===== src/hw/rtl/brlt_pkg.sv =====
// Types and constants for the byte-range lock table.
// No dependencies.
`timescale 1ns / 1ps

package brlt_pkg;

    localparam int LOCK_ENTRIES_DEF = 32;
    localparam int FILE_HANDLES_DEF = 16;
    localparam int HANDLE_W_DEF     = 4;
    localparam int ADDR_W           = 32;
    localparam int OWNER_W          = 16;
    localparam int KEY_W            = 16;

    typedef enum logic [1:0] {
        REQ_ACCESS = 2'd0,
        REQ_LOCK   = 2'd1,
        REQ_UNLOCK = 2'd2,
        REQ_CLOSE  = 2'd3
    } t_req_type;

    typedef enum logic [1:0] {
        ST_OK        = 2'd0,
        ST_VIOLATION = 2'd1,
        ST_FULL      = 2'd2
    } t_status;

    // What each cell does while the token passes it
    typedef enum logic [1:0] {
        OP_CHECK  = 2'd0,
        OP_PLACE  = 2'd1,
        OP_UNLOCK = 2'd2,
        OP_CLOSE  = 2'd3
    } t_op;

    // Request held stable for each walk of the chain and broadcast to every cell
    typedef struct packed {
        t_op               op;
        logic              any_owner;
        logic [OWNER_W-1:0] owner;
        logic [KEY_W-1:0]   key;
        logic [ADDR_W-1:0]  lo;
        logic [ADDR_W-1:0]  hi;
    } t_req;

    // Token handed from cell to cell
    typedef struct packed {
        logic valid;
        logic hit;
    } t_tok;

endpackage


===== src/hw/rtl/brlt_cell.sv =====
// One lock entry of the chain: holds the entry, tests it against the request
// and hands the token on. Depends on brlt_pkg.
`timescale 1ns / 1ps

module brlt_cell #(
    parameter int HANDLE_W = brlt_pkg::HANDLE_W_DEF
) (
    input  logic                 i_clk,
    input  logic                 i_rst_n,
    input  brlt_pkg::t_req       i_req,
    input  logic [HANDLE_W-1:0]  i_handle,
    input  brlt_pkg::t_tok       i_tok,
    output brlt_pkg::t_tok       o_tok
);
    import brlt_pkg::*;

    logic                r_used;
    logic [ADDR_W-1:0]   r_start;
    logic [ADDR_W-1:0]   r_end;
    logic [HANDLE_W-1:0] r_handle;
    logic [KEY_W-1:0]    r_key;
    logic [OWNER_W-1:0]  r_owner;
    t_tok                r_tok;

    logic n_used;
    logic n_write;
    t_tok n_tok;
    logic w_conflict;
    logic w_exact;
    logic w_same_handle;

    always_comb begin
        w_conflict = r_used
                  && (i_req.any_owner || r_owner != i_req.owner)
                  && r_key == i_req.key
                  && ((i_req.lo >= r_start && i_req.lo < r_end)
                   || (i_req.hi > r_start && i_req.hi <= r_end));
        w_exact = r_used && r_owner == i_req.owner && r_handle == i_handle
               && r_start == i_req.lo && r_end == i_req.hi;
        w_same_handle = r_used && r_handle == i_handle;
    end

    always_comb begin
        n_tok   = i_tok;
        n_used  = r_used;
        n_write = 1'b0;
        if (i_tok.valid) begin
            case (i_req.op)
                OP_CHECK: begin
                    if (w_conflict) n_tok.hit = 1'b1;
                end
                OP_PLACE: begin
                    // first free entry takes the lock
                    if (!r_used && !i_tok.hit) begin
                        n_tok.hit = 1'b1;
                        n_used    = 1'b1;
                        n_write   = 1'b1;
                    end
                end
                OP_UNLOCK: begin
                    if (w_exact && !i_tok.hit) begin
                        n_tok.hit = 1'b1;
                        n_used    = 1'b0;
                    end
                end
                OP_CLOSE: begin
                    if (w_same_handle) n_used = 1'b0;
                end
                default: begin
                    n_tok = i_tok;
                end
            endcase
        end
    end

    always_ff @(posedge i_clk) begin
        if (!i_rst_n) begin
            r_used <= 1'b0;
            r_tok  <= '0;
        end else begin
            r_used <= n_used;
            r_tok  <= n_tok;
        end
    end

    always_ff @(posedge i_clk) begin
        if (n_write) begin
            r_start  <= i_req.lo;
            r_end    <= i_req.hi;
            r_handle <= i_handle;
            r_key    <= i_req.key;
            r_owner  <= i_req.owner;
        end
    end

    assign o_tok = r_tok;

endmodule


===== config.mk =====
export PLATFORM = sky130hd
export DESIGN_NAME = brlt_cell
export DESIGN_NICKNAME = d
export VERILOG_FILES = /design/src/hw/rtl/brlt_pkg.sv /design/src/hw/rtl/brlt_cell.sv
export SDC_FILE = /design/constraint.sdc
export NUM_CORES = 1
export LEC_CHECK = 0
export BUFFER_PORTS_ARGS = -buffer_cell sky130_fd_sc_hd__buf_4
export CORE_UTILIZATION = 33
export CTS_CLUSTER_SIZE = 28
export DETAILED_ROUTE_END_ITERATION = 10
export GPL_TIMING_DRIVEN = 0
export PLACE_DENSITY = 0.62
export SLEW_MARGIN = 20
export SYNTH_ARGS = -nofsm -noshare
export SYNTH_HDL_FRONTEND = slang
export SYNTH_SLANG_ARGS = --single-unit

===== constraint.sdc =====
create_clock -name i_clk -period 10.7 [get_ports i_clk]
set_input_delay 1.07 -clock i_clk [delete_from_list [all_inputs] [get_ports i_clk]]
set_output_delay 1.07 -clock i_clk [all_outputs]
set_load 0.01 [all_outputs]

==> out/metrics.csv, run 1 <==
metric,value,unit
place_hpwl,12200,um
synth_area_per_cell,11.7,um^2
finish.utilization,41.6,%
crit_chain,buf_4 -> ha_1 -> and4_1 -> nor4bb_1 -> nand3_1 -> or4_1 -> a2bb2oi_1 -> o31a_1 -> o31ai_1 -> a31o_1,
routed_via_density,4.81,
syn_to_final_growth,23.7,%
fmaxAchievable,288,MHz
synth-main-ff-cell,edfxtp_1,
fin_crit_sh,32.4,%
cp_num_buf_inv,1,
cts_max_path_buffers,2,
cts_buffers,9,
die_w,143,um
fin_tns_setup,0,ns
drive_gt1_share,19.9,%
final_nets,926,
antenna_left,0,
path_max_fanout,3,
endpoint_kind,flip-flop,
die_y,143,um
post_cts_buffers,0,
hold_violations,0,
postCtsHoldBufs,0,
drt_iter0_markers,257,
period_minus_slack,3.47,ns
yosys_warnings,0,
diodes,0,
synthArstFlopShare,0,%
h-tree-depth,3,
drc,0,
leakage,3.64,nW
finalClockSkew,0.00614,ns
peakVddDrop,0.0720,mV
cts-resized-gates,0,
cts_tree,done,
grt_use_total,15.0,%
finalSetupViolations,0,
rsz0062_at_grt,false,
synthDistinctLibCells,43,
layout_commonest_cell,ha_1,
synth-edff-count,100,
cts_root_buf,clkbuf_16,
die_area,20400,um^2
syn_inst,559,
rows,51,
grt_pass1_vias,4423,
ys_seq_area_share,46.7,%
slew_violations,0,
antenna_found_initial,0,
crit_family,simple AND/OR/NAND/NOR gates,
post_drt_wl_per_cell,15.1,um
dp_cells,942,
status,"finished, final reports clean",
slew_headroom,47.4,%
ys_seq_elements,103,
vias,4607,
netlist_area,6550,um^2
portBuffers,108,
worst_pin_slew,0.769,ns
hold_class,reg -> reg,
critPathLaunchType,primary input,
core,19500,um^2
grt_max_degree,19,
gp_congestion,0.780,
final_cell_mix,"ha_1, buf_4, edfxtp_1, inv_1, a21oi_1",
grt_pass1_wl,22900,um
syn-num-nets,797,
finalNonFillerCells,958,
io_pins,109,
clkLatencyLatePin,0.35,ns
cts_sinks,103,
power.density,114,nW/um^2
cp_data_arrival_time,3.77,ns
crit_type,in -> reg,
grt-ovfl-total,0,
crit_slowest_cell,nor4bb_1,
cp_slowest_stage_delay,0.68,ns
routed_wl,14500,um
drtPass1Iterations,6,
power,0.927,mW
clk_pin_slew,0.07,ns
crit_required,11.00,ns
start_util,33.7,%
maxCapViolCount,0,
==> cell type report <==
| cell class | count | area (um^2) |
|---|---|---|
| inverters | 75 | 282 |
| well taps | 265 | 332 |
| clock inverters | 7 | 80.1 |
| multi-input cells | 381 | 3220 |
| clock buffers | 9 | 225 |
| flip-flops and latches | 103 | 3060 |
| repair buffers | 118 | 901 |
| fillers | 1875 | 11400 |
==> stage by stage <==
step / setup WS [ns] / hold slack, ns / area (um^2)
after floorplan: 3.05 / 0.643 / 6560
after CTS: 7.24 / 0.707 / 8110
after global placement: -0.0978 / 0.704 / 7700
after detailed placement: 6.88 / 0.690 / 7800
after global routing: 7.06 / 0.742 / 8110
final: 7.23 / 0.703 / 8110
==> path summary, 6_finish.rpt <==
path | from | end | slack (ns) | cells after the start
hold / removal | r_used | r_end[3] | 0.70 | 1
hold reg to reg | r_used | r_end[3] | 0.70 | 1
setup / recovery | i_req[22] | o_tok[0] | 7.23 | 10
setup reg to reg | r_end[22] | o_tok[0] | 7.68 | 10
==> routing by layer <==
| metal | up-vias | part of all wire (%) | track usage, % |
|---|---|---|---|
| li1 | 2363 | - | - |
| met1 | 2119 | 49 | 20.8 |
| met2 | 109 | 44 | 23.1 |
| met3 | 16 | 4.4 | 2.58 |
| met4 | 0 | 1.8 | 6.11 |
| met5 | - | 0 | 0 |
==> logic make-up after synthesis <==
| logic type | share of synthesized area, % |
|---|---|
| AO/OA/AOI/OAI | 11.2 |
| XOR/XNOR | 4.41 |
| adder cells (fa/ha/maj) | 25.0 |
| buffers and inverters | 4.30 |
| flip-flops | 46.7 |
| AND/OR/NAND/NOR | 8.31 |
==> power by group <==
group	switching [mW]	leakage [nW]	internal (mW)	total [mW]
clock network	0.161	0.148	0.185	0.345
registers	0.00260	0.932	0.451	0.453
logic	0.0644	2.56	0.0640	0.128
==> cell usage after synthesis, types with 2 or more instances <==
master	instances	area [um^2]
nor4bb_1	2	20.0
dfxtp_1	3	60.1
a221oi_1	4	35.0
nand2_1	22	82.6
a2111oi_0	3	26.3
a211oi_1	4	30.0
a221o_1	2	20.0
nand3_1	10	50.1
o211ai_1	2	15.0
edfxtp_1	100	3000
xor2_1	22	193
and4_1	3	26.3
nand4_1	26	163
o2111ai_1	2	17.5
nor4_1	9	56.3
xnor2_1	11	96.3
inv_1	75	282
nor3_1	5	25.0
a21o_1	22	165
o21ai_0	22	110
nor2_1	15	56.3
ha_1	131	1640
nor2b_1	3	18.8
a21oi_1	42	210
==> flip-flops by register name (all words and copies together), names as in the netlist <==
| register | flops |
|---|---|
| r_owner | 16 |
| r_start | 32 |
| o_tok | 2 |
| r_used | 1 |
| r_end | 32 |
| r_key | 16 |
| r_handle | 4 |
(Power assumes the default switching activity.)
==> run 2, diff against run 1 <==
Settings changed: PLACE_DENSITY 0.62 to 0.61.
Clock period 10.7 ns to 3.2 ns, I/O delays scaled along.
==> run 2 against run 1 <==
Via count increased by 0.33%. Largest power group unchanged. First-iteration DRC count decreased by 36%. Utilization up 0.24 points. Final area up 0.59%. Highest routed layer unchanged. Count of clock-buffer cells in the layout increased by 1. Final cell count unchanged. Worst setup slack got worse by 7.0 ns. Power grew to 3.4 times the previous value.
==> out/metrics.csv, run 2 (synthesis gave the netlist of run 1 again) <==
metric,value,unit
cts_tree,done,
switching_share,23.8,%
crit_type,reg -> reg,
die_y,143,um
p_sw,0.755,mW
cp_num_buf_inv,1,
io_pins,109,
maxCapViolCount,0,
fmaxAchievable,341,MHz
antenna_found_initial,0,
crit_start,r_end[5],
post_cts_buffers,0,
path_max_fanout,2,
hold_violations,0,
diodes,0,
layout_commonest_cell,ha_1,
drt_iter0_markers,165,
cts_root_buf,clkbuf_16,
rows,51,
grt_pass1_vias,4603,
fin_hold_ws,0.153,ns
comb_power_share,13.7,%
reg2reg_slack,0.27,ns
routed_wl,14500,um
crit_path_end,o_tok[0],
internal-power,2.42,mW
gp_congestion,0.787,
leakage,3.65,nW
routed_via_density,4.82,
fin_crit_sh,91.5,%
slew_violations,0,
clk_pin_slew,0.08,ns
vias,4622,
critPathLaunchType,flip-flop,
cp_slowest_stage_delay,0.65,ns
grt_max_degree,18,
path_depth,10,
endpoint_kind,flip-flop,
cts_buffers,9,
power.density,389,nW/um^2
cts-resized-gates,0,
reg.largest.list,"r_end (32), r_start (32)",
rsz0062_at_grt,false,
drtPass1Iterations,4,
syn_to_final_growth,24.4,%
cts_sinks,103,
cts_max_path_buffers,2,
fin_ws,0.270,ns
final_cell_mix,"ha_1, buf_4, edfxtp_1, inv_1, a21oi_1",
grt-ovfl-total,0,
post_drt_wl_per_cell,15.1,um
crit_required,3.50,ns
seqPwrFrac,47.8,%
postCtsHoldBufs,0,
portBuffers,108,
crit_chain,inv_1 -> ha_1 -> a21oi_1 -> o21ai_0 -> a221o_1 -> a211o_1 -> a2111oi_0 -> a31oi_1 -> o31ai_1 -> a31o_1,
die_area,20400,um^2
grt_pass1_wl,23200,um
cp_data_arrival_time,3.23,ns
fill_cells,1868,
drive_gt1_share,20.1,%
antenna_left,0,
ff2ff_path_depth,10,
drc,0,
final_nets,926,
core,19500,um^2
clockPowerShare,38.5,%
crit_family,compound AO/OA/AOI/OAI gates,
slew_headroom,54.6,%
r2r_start,r_end[5],
place_hpwl,12100,um
h-tree-depth,3,
peakVddDrop,0.240,mV
finalSetupViolations,0,
hold_class,in -> reg,
pre_cts_ws,0.265,ns
worst_pin_slew,0.664,ns
crit_slowest_cell,a2111oi_0,
grt_use_total,15.1,%
clkLatencyLatePin,0.36,ns
status,"finished, final reports clean",
start_util,33.7,%
reg2reg_to,o_tok[0],
die_w,143,um
finalClockSkew,0.0127,ns
period_minus_slack,2.93,ns
[run 2: changes by cell type in the layout (fill, tap and decap cells not counted)]
cell	previous run	this run
buf_6	2	6
buf_4	115	112
buf_8	1	0
bufinv_16	1	2
clkbuf_1	0	1
clkinv_4	2	1
clkinvlp_4	1	0
ha_1	131	130
ha_4	0	1
inv_1	75	74
inv_12	0	1
inv_6	1	2
inv_8	1	0
[run 2: final cells by class]
class                   count  area, um^2  share of cell area, %
clock buffers              10         229                   2.81
repair buffers            118         908                   11.1
clock inverters             6        91.3                   1.12
flip-flops and latches    103        3060                   37.6
well taps                 265         332                   4.07
multi-input cells         381        3240                   39.7
inverters                  75         294                   3.61
[run 2: worst min path at each step]
stage / end / slack [ns] / from / cells past startpoint
2_1_floorplan: r_end[0] / 0.42 / i_req[0] / 0
3_3_place_gp: r_start[0] / 0.51 / i_req[32] / 1
3_5_place_dp: r_handle[3] / 0.51 / i_handle[3] / 1
4_1_cts: r_key[2] / 0.14 / i_req[66] / 1
5_1_grt: r_owner[13] / 0.14 / i_req[93] / 1
6_report: r_start[0] / 0.15 / i_req[32] / 1
[run 2: worst reg2reg max path, delay by kind of cell, from the launching register on]
family / cells / cell delay [ns]
AO/OA/AOI/OAI: 8 / 2.18
adder cells (fa/ha/maj): 1 / 0.24
buffers and inverters: 1 / 0.09
flip-flops: 1 / 0.36
[run 2: routing by layer]
layer,global-route usage (%),up-vias,wire (um)
li1,-,2368,-
met1,20.3,2148,7140
met2,24.0,90,6560
met3,2.58,16,545
met4,6.00,0,257
met5,0,-,0
[run 2: metrics by stage]
| stage | instance area [um^2] | total power [mW] | instances | setup TNS [ns] | util (%) |
|---|---|---|---|---|---|
| after CTS | 8150 | 3.21 | 958 | 0 | 41.9 |
| after detailed placement | 7830 | 1.98 | 942 | 0 | 40.2 |
| after global placement | 7730 | 1.97 | 932 | -284.93 | 39.7 |
| final | 8150 | 3.17 | 958 | 0 | 41.9 |
| after global routing | 8150 | 3.32 | 958 | 0 | 41.9 |
| after floorplan | 6590 | 1.76 | 559 | -97.83 | - |
[run 2: power groups by stage]
stage	clock (mW)	sequential (mW)	combinational (mW)
2_1_floorplan	0	1.55	0.211
3_3_place_gp	0	1.55	0.423
3_5_place_dp	0	1.55	0.436
4_1_cts	1.26	1.52	0.439
5_1_grt	1.30	1.52	0.494
6_report	1.22	1.52	0.434
==> run 3, diff against run 2 <==
Settings changed: ABC_AREA from default to 1, CORE_UTILIZATION 33 to 55, CTS_CLUSTER_SIZE 28 to default, PLACE_DENSITY 0.61 to 0.87.
==> run 3 against run 2 <==
Utilization up 27 points. Combinational power grew 4%. Fmax rose by 42%. Final cell count grew 4.7%. Flip-flop and latch count stayed put. Final area is 2.3% higher. Global-route usage up 7.6 points.
==> out/metrics.csv, run 3 <==
metric,value,unit
status,"finished, final reports clean",
syn_to_final_growth,21.9,%
h-tree-depth,3,
cts_buffers,9,
postCtsHoldBufs,0,
cp_num_buf_inv,1,
ys_seq_elements,103,
core,12100,um^2
clockPowerShare,41.0,%
ys_seq_area_share,44.8,%
yosys.area.top_type,edfxtp_1,
drtPass1Iterations,5,
hold_class,in -> reg,
slew_headroom,59.2,%
synth-main-ff-cell,edfxtp_1,
fin_crit_sh,64.6,%
comb_power_share,13.6,%
critPathLaunchType,flip-flop,
rows,40,
cp_slowest_stage_delay,0.34,ns
netlist_area,6840,um^2
die_w,114,um
leakage,3.98,nW
syn_inst,707,
diodes,0,
pre_cts_ws,1.06,ns
cts_sinks,103,
hold_violations,0,
internal-power,2.57,mW
rsz0062_at_grt,false,
cts_max_path_buffers,2,
finalSetupViolations,0,
final_nets,1068,
drt_iter0_markers,210,
crit_top_cell,nand2_1,
crit_required,3.50,ns
fmaxAchievable,484,MHz
ff2ff_path_depth,16,
synthArstFlopShare,0,%
yosysMostFrequentCell,nand2_1,
die_y,114,um
placed_cell_area,7970,um^2
seqPwrFrac,45.5,%
start_util,56.7,%
grt-ovfl-total,0,
fin_tns_setup,0,ns
post_drt_wl_per_cell,13.7,um
syn-num-nets,945,
path_depth,16,
gp_congestion,0.812,
cts-resized-gates,0,
finalClockSkew,0.00536,ns
post_cts_buffers,0,
synthDistinctLibCells,28,
portBuffers,108,
routed_via_density,5.08,
ys_top_cells_by_area,"edfxtp_1, ha_1, nand2_1",
yosys_warnings,0,
cts_root_buf,clkbuf_16,
hold_depth,1,
yosysTopAreaCellShare,43.9,%
fill_cells,925,
crit_family,simple AND/OR/NAND/NOR gates,
finalNonFillerCells,1003,
clk_pin_slew,0.07,ns
drc,0,
maxCapViolCount,0,
ys_top_cells_by_count,"nand2_1, ha_1, inv_1",
routed_wl,13800,um
endpoint_kind,flip-flop,
synth_area_per_cell,9.68,um^2
period_minus_slack,2.07,ns
io_pins,109,
path_max_fanout,2,
clkLatencyLatePin,0.36,ns
dp_cells,987,
crit_slowest_cell,edfxtp_1,
die_area,12900,um^2
worst_pin_slew,0.611,ns
power.density,399,nW/um^2
p_sw,0.760,mW
antenna_left,0,
synth-edff-count,100,
grt_use_total,22.7,%
layout_commonest_cell,nand2_1,
drive_gt1_share,16.0,%
grt_pass1_wl,22600,um
final_cell_mix,"nand2_1, ha_1, inv_1, buf_4, edfxtp_1",
crit_type,reg -> reg,
crit_chain,inv_1 -> ha_1 -> nand2_1 -> nor2_1 -> nand4_1 -> nor2_1 -> nand2_1 -> nand2_1 -> nor2_1 -> nand2_1 -> nand3_1 -> nand2_1 -> nand2_1 -> nand2_1 -> nand2_1 -> a21oi_2,
reg.largest.list,"r_end (32), r_start (32)",
grt_pass1_vias,5135,
cts_tree,done,
peakVddDrop,0.384,mV
slew_violations,0,
fin_area,8340,um^2
place_hpwl,11200,um
antenna_found_initial,0,
switching_share,22.8,%
fin_ws,1.13,ns
grt_max_degree,26,
vias,5094,
cp_data_arrival_time,2.36,ns
run 3: metal layers:
| layer | share of wire, % | vias up | track usage (%) |
|---|---|---|---|
| met5 | 0 | - | 0 |
| met4 | 1.6 | 0 | 7.81 |
| met3 | 5.6 | 15 | 5.58 |
| met2 | 48 | 110 | 38.9 |
| met1 | 45 | 2298 | 27.8 |
| li1 | - | 2671 | - |
run 3: logic make-up after synthesis:
kind of cell	synth area share [%]
and+or+nand+nor	14.8
adders and majority gates	24.0
DFF	44.8
xor gates and xnor gates	2.56
AOI/OAI and AO/OA	7.75
buffers and inverters	6.20
run 3: per-stage QoR:
step | power (mW) | utilization, % | hold slack [ns]
after floorplan | 1.78 | - | 0.413
after global placement | 1.97 | 65.3 | 0.487
after detailed placement | 1.99 | 66.1 | 0.488
after CTS | 3.35 | 69.2 | 0.142
after global routing | 3.46 | 69.2 | 0.140
final | 3.33 | 69.2 | 0.148
run 3: layout make-up:
cell class | count | area, um^2 | area share (%)
clock buffer | 9 | 225 | 2.70
clock inverter | 7 | 144 | 1.72
inverter | 113 | 424 | 5.08
multi-input combinational | 491 | 3360 | 40.3
sequential | 103 | 3060 | 36.7
tap | 168 | 210 | 2.52
timing repair buffer | 112 | 913 | 10.9
run 3: worst paths after layout:
| path | startpoint | end | slack, ns |
|---|---|---|---|
| setup reg to reg | r_start[31] | o_tok[0] | 1.13 |
| hold reg to reg | r_used | r_used | 0.50 |
| setup / recovery | r_start[31] | o_tok[0] | 1.13 |
| hold / removal | i_req[79] | r_key[15] | 0.15 |
run 3: power by group through the flow:
| stage | combinational [mW] | sequential, mW | clock [mW] |
|---|---|---|---|
| 2_1_floorplan | 0.230 | 1.55 | 0 |
| 3_3_place_gp | 0.422 | 1.55 | 0 |
| 3_5_place_dp | 0.449 | 1.55 | 0 |
| 4_1_cts | 0.455 | 1.51 | 1.38 |
| 5_1_grt | 0.514 | 1.52 | 1.42 |
| 6_report | 0.452 | 1.51 | 1.36 |
run 3: worst register-to-register path, cell delays in order (launching register included):
cell and delay, ns:
edfxtp_1 0.34, inv_1 0.06, ha_1 0.29, nand2_1 0.06, nor2_1 0.21, nand4_1 0.16, nor2_1 0.17, nand2_1 0.11
nand2_1 0.08, nor2_1 0.04, nand2_1 0.06, nand3_1 0.06, nand2_1 0.11, nand2_1 0.06, nand2_1 0.05, nand2_1 0.06
a21oi_2 0.11
